## src/rtl/psp_pkg.sv

```systemverilog
// Package: constants, types and function codes for the polyphonic sample player.
package psp_pkg;

   localparam int VOICES       = 16;
   localparam int LAYERS       = 8;
   localparam int ROUND_ROBIN  = 8;
   localparam int SAMPLE_WORDS = 65536;

   localparam int VOICE_W = $clog2(VOICES);
   localparam int LAYER_W = $clog2(LAYERS);
   localparam int RR_W    = $clog2(ROUND_ROBIN);
   localparam int INST_W  = LAYER_W + RR_W;
   localparam int ADDR_W  = $clog2(SAMPLE_WORDS);

   localparam logic [16:0] FULL_VOLUME = 17'h10000;
   localparam logic [15:0] VEL_MAX     = 16'hFFFF;

   typedef enum logic [2:0] {
      FUNC_NOTE   = 3'd0,
      FUNC_TICK   = 3'd1,
      FUNC_SAMPLE = 3'd2,
      FUNC_INST   = 3'd3,
      FUNC_COUNT  = 3'd4
   } func_type;

   typedef enum logic [1:0] {
      CSR_DECAY  = 2'd0,
      CSR_LAYERS = 2'd1,
      CSR_VOICES = 2'd2
   } csr_index_type;

   typedef struct packed {
      logic [2:0]  func;
      logic [15:0] velocity;
      logic [2:0]  layer;
      logic [3:0]  slot;
      logic [15:0] address;
      logic [16:0] length;
      logic [15:0] sample_word;
   } req_type;

   typedef struct packed {
      logic [19:0] mixed_sample;
      logic        any_active;
   } rsp_type;

   typedef struct packed {
      logic [1:0]  index;
      logic [15:0] data;
   } csr_type;

   // serial multiplier handshake
   typedef struct packed {
      logic        start;
      logic [16:0] a;
      logic [16:0] b;
   } mul_req_type;

   typedef struct packed {
      logic        done;
      logic [33:0] product;
   } mul_rsp_type;

   typedef enum logic [3:0] {
      ST_IDLE,
      ST_DIVIDE,
      ST_PICK,
      ST_INST,
      ST_NOTE_DECAY,
      ST_NOTE_DONE,
      ST_VOICE,
      ST_READ,
      ST_MUL_VOL,
      ST_MUL_DEC,
      ST_NEXT,
      ST_ROUND,
      ST_OUT
   } state_type;

endpackage

```

## src/rtl/psp_mul.sv

```systemverilog
// Bit-serial 17x17 unsigned shift-add multiplier, one multiplier bit per cycle.
module psp_mul (
   input  logic                 clock,
   input  logic                 reset,
   input  psp_pkg::mul_req_type mul_req,
   output psp_pkg::mul_rsp_type mul_rsp
);
   import psp_pkg::*;

   logic [33:0] acc_ff, acc_in;
   logic [33:0] mcand_ff, mcand_in;
   logic [16:0] mplier_ff, mplier_in;
   logic [4:0]  count_ff, count_in;
   logic        busy_ff, busy_in;
   logic        done_ff, done_in;

   always_comb begin
      acc_in    = acc_ff;
      mcand_in  = mcand_ff;
      mplier_in = mplier_ff;
      count_in  = count_ff;
      busy_in   = busy_ff;
      done_in   = 1'b0;
      if (mul_req.start) begin
         acc_in    = '0;
         mcand_in  = {17'd0, mul_req.a};
         mplier_in = mul_req.b;
         count_in  = 5'd17;
         busy_in   = 1'b1;
      end else if (busy_ff) begin
         if (mplier_ff[0]) begin
            acc_in = acc_ff + mcand_ff;
         end
         mcand_in  = {mcand_ff[32:0], 1'b0};
         mplier_in = {1'b0, mplier_ff[16:1]};
         count_in  = count_ff - 5'd1;
         if (count_ff == 5'd1) begin
            busy_in = 1'b0;
            done_in = 1'b1;
         end
      end
   end

   always_ff @(posedge clock) begin
      if (reset) begin
         busy_ff  <= 1'b0;
         done_ff  <= 1'b0;
         count_ff <= '0;
      end else begin
         busy_ff  <= busy_in;
         done_ff  <= done_in;
         count_ff <= count_in;
      end
      acc_ff    <= acc_in;
      mcand_ff  <= mcand_in;
      mplier_ff <= mplier_in;
   end

   assign mul_rsp.done    = done_ff;
   assign mul_rsp.product = acc_ff;

   a_done_one_cycle: assert property (@(posedge clock) disable iff (reset)
      done_ff |=> !done_ff) else $error("multiplier done held");
   a_no_start_busy: assert property (@(posedge clock) disable iff (reset)
      busy_ff && count_ff != 5'd1 |=> busy_ff || mul_req.start)
      else $error("multiplier stopped early");
   a_done_after_busy: assert property (@(posedge clock) disable iff (reset)
      done_ff |-> $past(busy_ff)) else $error("done without work");
endmodule

```

## config.mk

```make
export PLATFORM = sky130hd
export DESIGN_NAME = psp_mul
export DESIGN_NICKNAME = d
export VERILOG_FILES = /design/src/rtl/psp_pkg.sv /design/src/rtl/psp_mul.sv
export SDC_FILE = /design/constraint.sdc
export NUM_CORES = 1
export LEC_CHECK = 0
export BUFFER_PORTS_ARGS = -buffer_cell sky130_fd_sc_hd__buf_2
export CORE_ASPECT_RATIO = 0.7
export CORE_MARGIN = 1
export CORE_UTILIZATION = 55
export CTS_BUF_LIST = sky130_fd_sc_hd__clkbuf_2 sky130_fd_sc_hd__clkbuf_4 sky130_fd_sc_hd__clkbuf_8
export DETAILED_ROUTE_END_ITERATION = 10
export PLACE_DENSITY = 0.77
export SLEW_MARGIN = 25
export SYNTH_ARGS = -nofsm -noshare
export SYNTH_HDL_FRONTEND = slang
export SYNTH_SLANG_ARGS = --single-unit
```

## constraint.sdc

```tcl
create_clock -name clock -period 3.18 [get_ports clock]
set_input_delay 0.159 -clock clock [delete_from_list [all_inputs] [get_ports clock]]
set_output_delay 0.159 -clock clock [all_outputs]
set_load 0.01 [all_outputs]
```

==> impl_results.md <==
- Run status: completed
- Slew Viols, Final: 0
- Worst-case clock buffer depth: 2
- Largest net degree at the start of global routing: 53
- Sequential share of the synthesized area: approximately two fifths
- Worst skew pair latency: 0.38 ns
- Synth top area share: between 20% and 30%
- Initial antenna violation count: 0
- First-pass iteration count of the detailed router: 4
- Root Driver: clkbuf_8
- GRT Util Overall: ~24%
- Global routing usage on met3: under 10%
- DRT antenna net count: 0
- Critical Path Max Stage Delay: 0.37 ns
- Layout cells sized above 1: ~22%
- Core area: between 9000 and 10,000 um2
- Post-Syn Area: 5230 um2
- Sequential share of power: 51.7%
- Crit Path Category: reg -> reg
- Sequence of cells on the critical path: ha_1 -> inv_1 -> fa_1 -> nor2b_1 -> o31ai_1 -> a21oi_1 -> o21ai_1 -> a31oi_1 -> o21ai_1 -> a31oi_1 -> xor2_1 -> a22o_1
- Initial Utilization: 57.2%
- Final Hold Vio Count: 0
- Die Width: between 100 and 150 um
- Worst hold start: reset
- Part of the power in combinational logic: between 10% and 20%
- Diodes inserted: 0
- CTS buffer count: 9
- Power share of the clock group: 30.8%
- Placed cells: between 700 and 800
- Cells after synthesis: 542
- RePlAce Congestion: ~0.93
- Final non-filler cell total: about 730
- CTS tree: built
- Met2 usage: around 37%
- RSZ-0062 raised after global routing: no
- M1 GR Usage: around a third
- Syn Area/Cell: ~9.6 um2
- Io pins: 72
- Final setup violation count: 0
- Die H: between 80 and 90 um
- Number of setup buffers added after CTS: 0
- First-pass GRT wire length: between 15,000 and 20,000 um
- GRT Residual Overflow: 0
- 1st-iter DRT viols: around 180
- Post-Place Worst Slack: about 0.45 ns
- Pwr dens: 445 nW/um2
- Critical Path AT: a little over 3 ns
- P&R area growth vs syn: 12.2%
- Row count: 29
- Routed vias: around 4,100
- Post-layout minimum cycle time: 2.81 ns
- Final-stage net count: a little under 700
- # hold bufs at CTS: 0
- Number of global-route vias before repair: a little under 4,000
- Max_slew headroom: between 40 and 50%
- Most frequent cells in the layout: buf_2, nand2_1, dfxtp_1
- Clock slew at the register clock pins of the worst setup and hold paths: roughly 0.10 ns
- Area contributors post-synth: dfxtp_1, edfxtp_1, ha_1, mux2_2, a21oi_1
- Hold crit path type: in -> reg
- Port Buffers: 71
- Worst slew pin tran: between 0.8 and 0.9 ns
- Number of distinct library cells after synthesis: just over 60
- Fmax: between 300 and 400 MHz
- Crit Path Max Fanout: 3
- WP data required: about 3.5 ns
- EDFF count, synth: 34
- Drt total wl: roughly 12,000 um
- Post-synth top area cell: dfxtp_1
- MaxCap Viol Count: 0
- Critical path origin: acc_ff[0]
- Fin crit share: around nine tenths
- Post-synth top flop: dfxtp_1
- Synth Register Bits: 92
- Reg-to-Reg Start: acc_ff[0]
- Yosys warns: 0
- CP startpoint kind: register
- Setup TNS: 0 ns
- H-tree depth: 3
- Die area: roughly 10000 um2
- WL/cell: approximately 16 um
- Vias per cell: between 5 and 6
- CTS-repair resized insts: 0
- Crit. End Element: register
- LEAKAGE: roughly 2.6 nW
- Setup WS post-layout: roughly 0.37 ns
- NetSw: around 0.73 mW
- VDD IR max: around 0.44 mV
- Power Internal: around 1.9 mW
- Async set-reset flop share out of synthesis: 0%
- Grt peak-use layer: met2
- Switching Fraction: 28.0%
- Worst path slowest cell: fa_1
- Clk sink count: slightly above 90
- Hpwl dp: between 8000 and 9000 um
- DRC: 0
- Commonest non-fill, non-tap cell in the layout: buf_2
- Post-Syn Nets: 615
- Final Skew: about 0.015 ns
## through the flow
| stage | hold slack [ns] | power (mW) | utilization [%] | area, um2 |
|---|---|---|---|---|
| after global routing | 0.0235 | 2.72 | 64.1 | 5860 |
| after detailed placement | 0.424 | 1.83 | 62.0 | 5670 |
| final | 0.0223 | 2.61 | 64.1 | 5860 |
| after floorplan | 0.231 | 1.70 | - | 5230 |
| after CTS | 0.0129 | 2.61 | 64.1 | 5860 |
| after global placement | 0.422 | 1.81 | 62.0 | 5670 |
## power groups by stage
stage	clock [mW]	sequential [mW]	combinational [mW]
after detailed placement	0	1.37	0.453
after CTS	0.809	1.35	0.454
after floorplan	0	1.37	0.334
after global routing	0.860	1.36	0.505
final	0.805	1.35	0.456
after global placement	0	1.37	0.440
## worst max-delay path: cells and delay by family (launching register included)
family,cells,cell delay [ns]
compound gates,7,1.39
xor+xnor,1,0.10
buf+inv,1,0.07
simple gates,1,0.22
flops,1,0.36
fa+ha+maj,2,0.58
## Yosys cell counts, types with 7 or more instances
cell,instances
clkbuf_1,16
o21ai_0,12
mux2_2,31
buf_1,7
xor2_1,12
ha_1,35
nand2_1,58
nor2_1,46
mux2i_1,17
inv_1,10
a211oi_1,7
xnor2_1,18
o21ai_1,11
a21o_1,17
nor3_1,8
dfxtp_1,58
nand3_1,9
edfxtp_1,34
a21oi_1,56
## routing by layer
| layer | part of all wire (%) | wire length, um |
|---|---|---|
| met3 | 6.3 | 729 |
| met5 | 0 | 0 |
| met4 | 1.4 | 165 |
| met2 | 43 | 4990 |
| met1 | 49 | 5750 |
## logic make-up after synthesis
logic type	count (synthesis)	synth area share (%)
adder cells (fa/ha/maj)	36	8.76
flip-flops	92	41.8
AND/OR/NAND/NOR	158	14.2
buffers and inverters	37	2.80
AO/OA/AOI/OAI	141	17.5
XOR/XNOR	30	5.03
multiplexers	48	9.94
## final timing paths
| check | endpoint | slack, ns | cells after the start |
|---|---|---|---|
| worst min-delay path | busy_ff | 0.02 | 2 |
| worst max register to register | acc_ff[30] | 0.37 | 12 |
| worst max-delay path | acc_ff[30] | 0.37 | 12 |
| worst min register to register | acc_ff[4] | 0.48 | 2 |
## layout make-up
type,count,area [um2]
clock buffers,10,131
clock inverters,6,65.1
fillers,796,3280
inverters,10,37.5
multi-input cells,413,2900
flip-flops and latches,92,2180
well taps,124,155
repair buffers,76,395
## sequential cells by signal, indices dropped and copies added (netlist names)
register / count
acc_ff: 34
mcand_ff: 34
mplier_ff: 17
count_ff: 5
busy_ff: 1
done_ff: 1
Note: power is estimated with default switching activity, not from simulation.
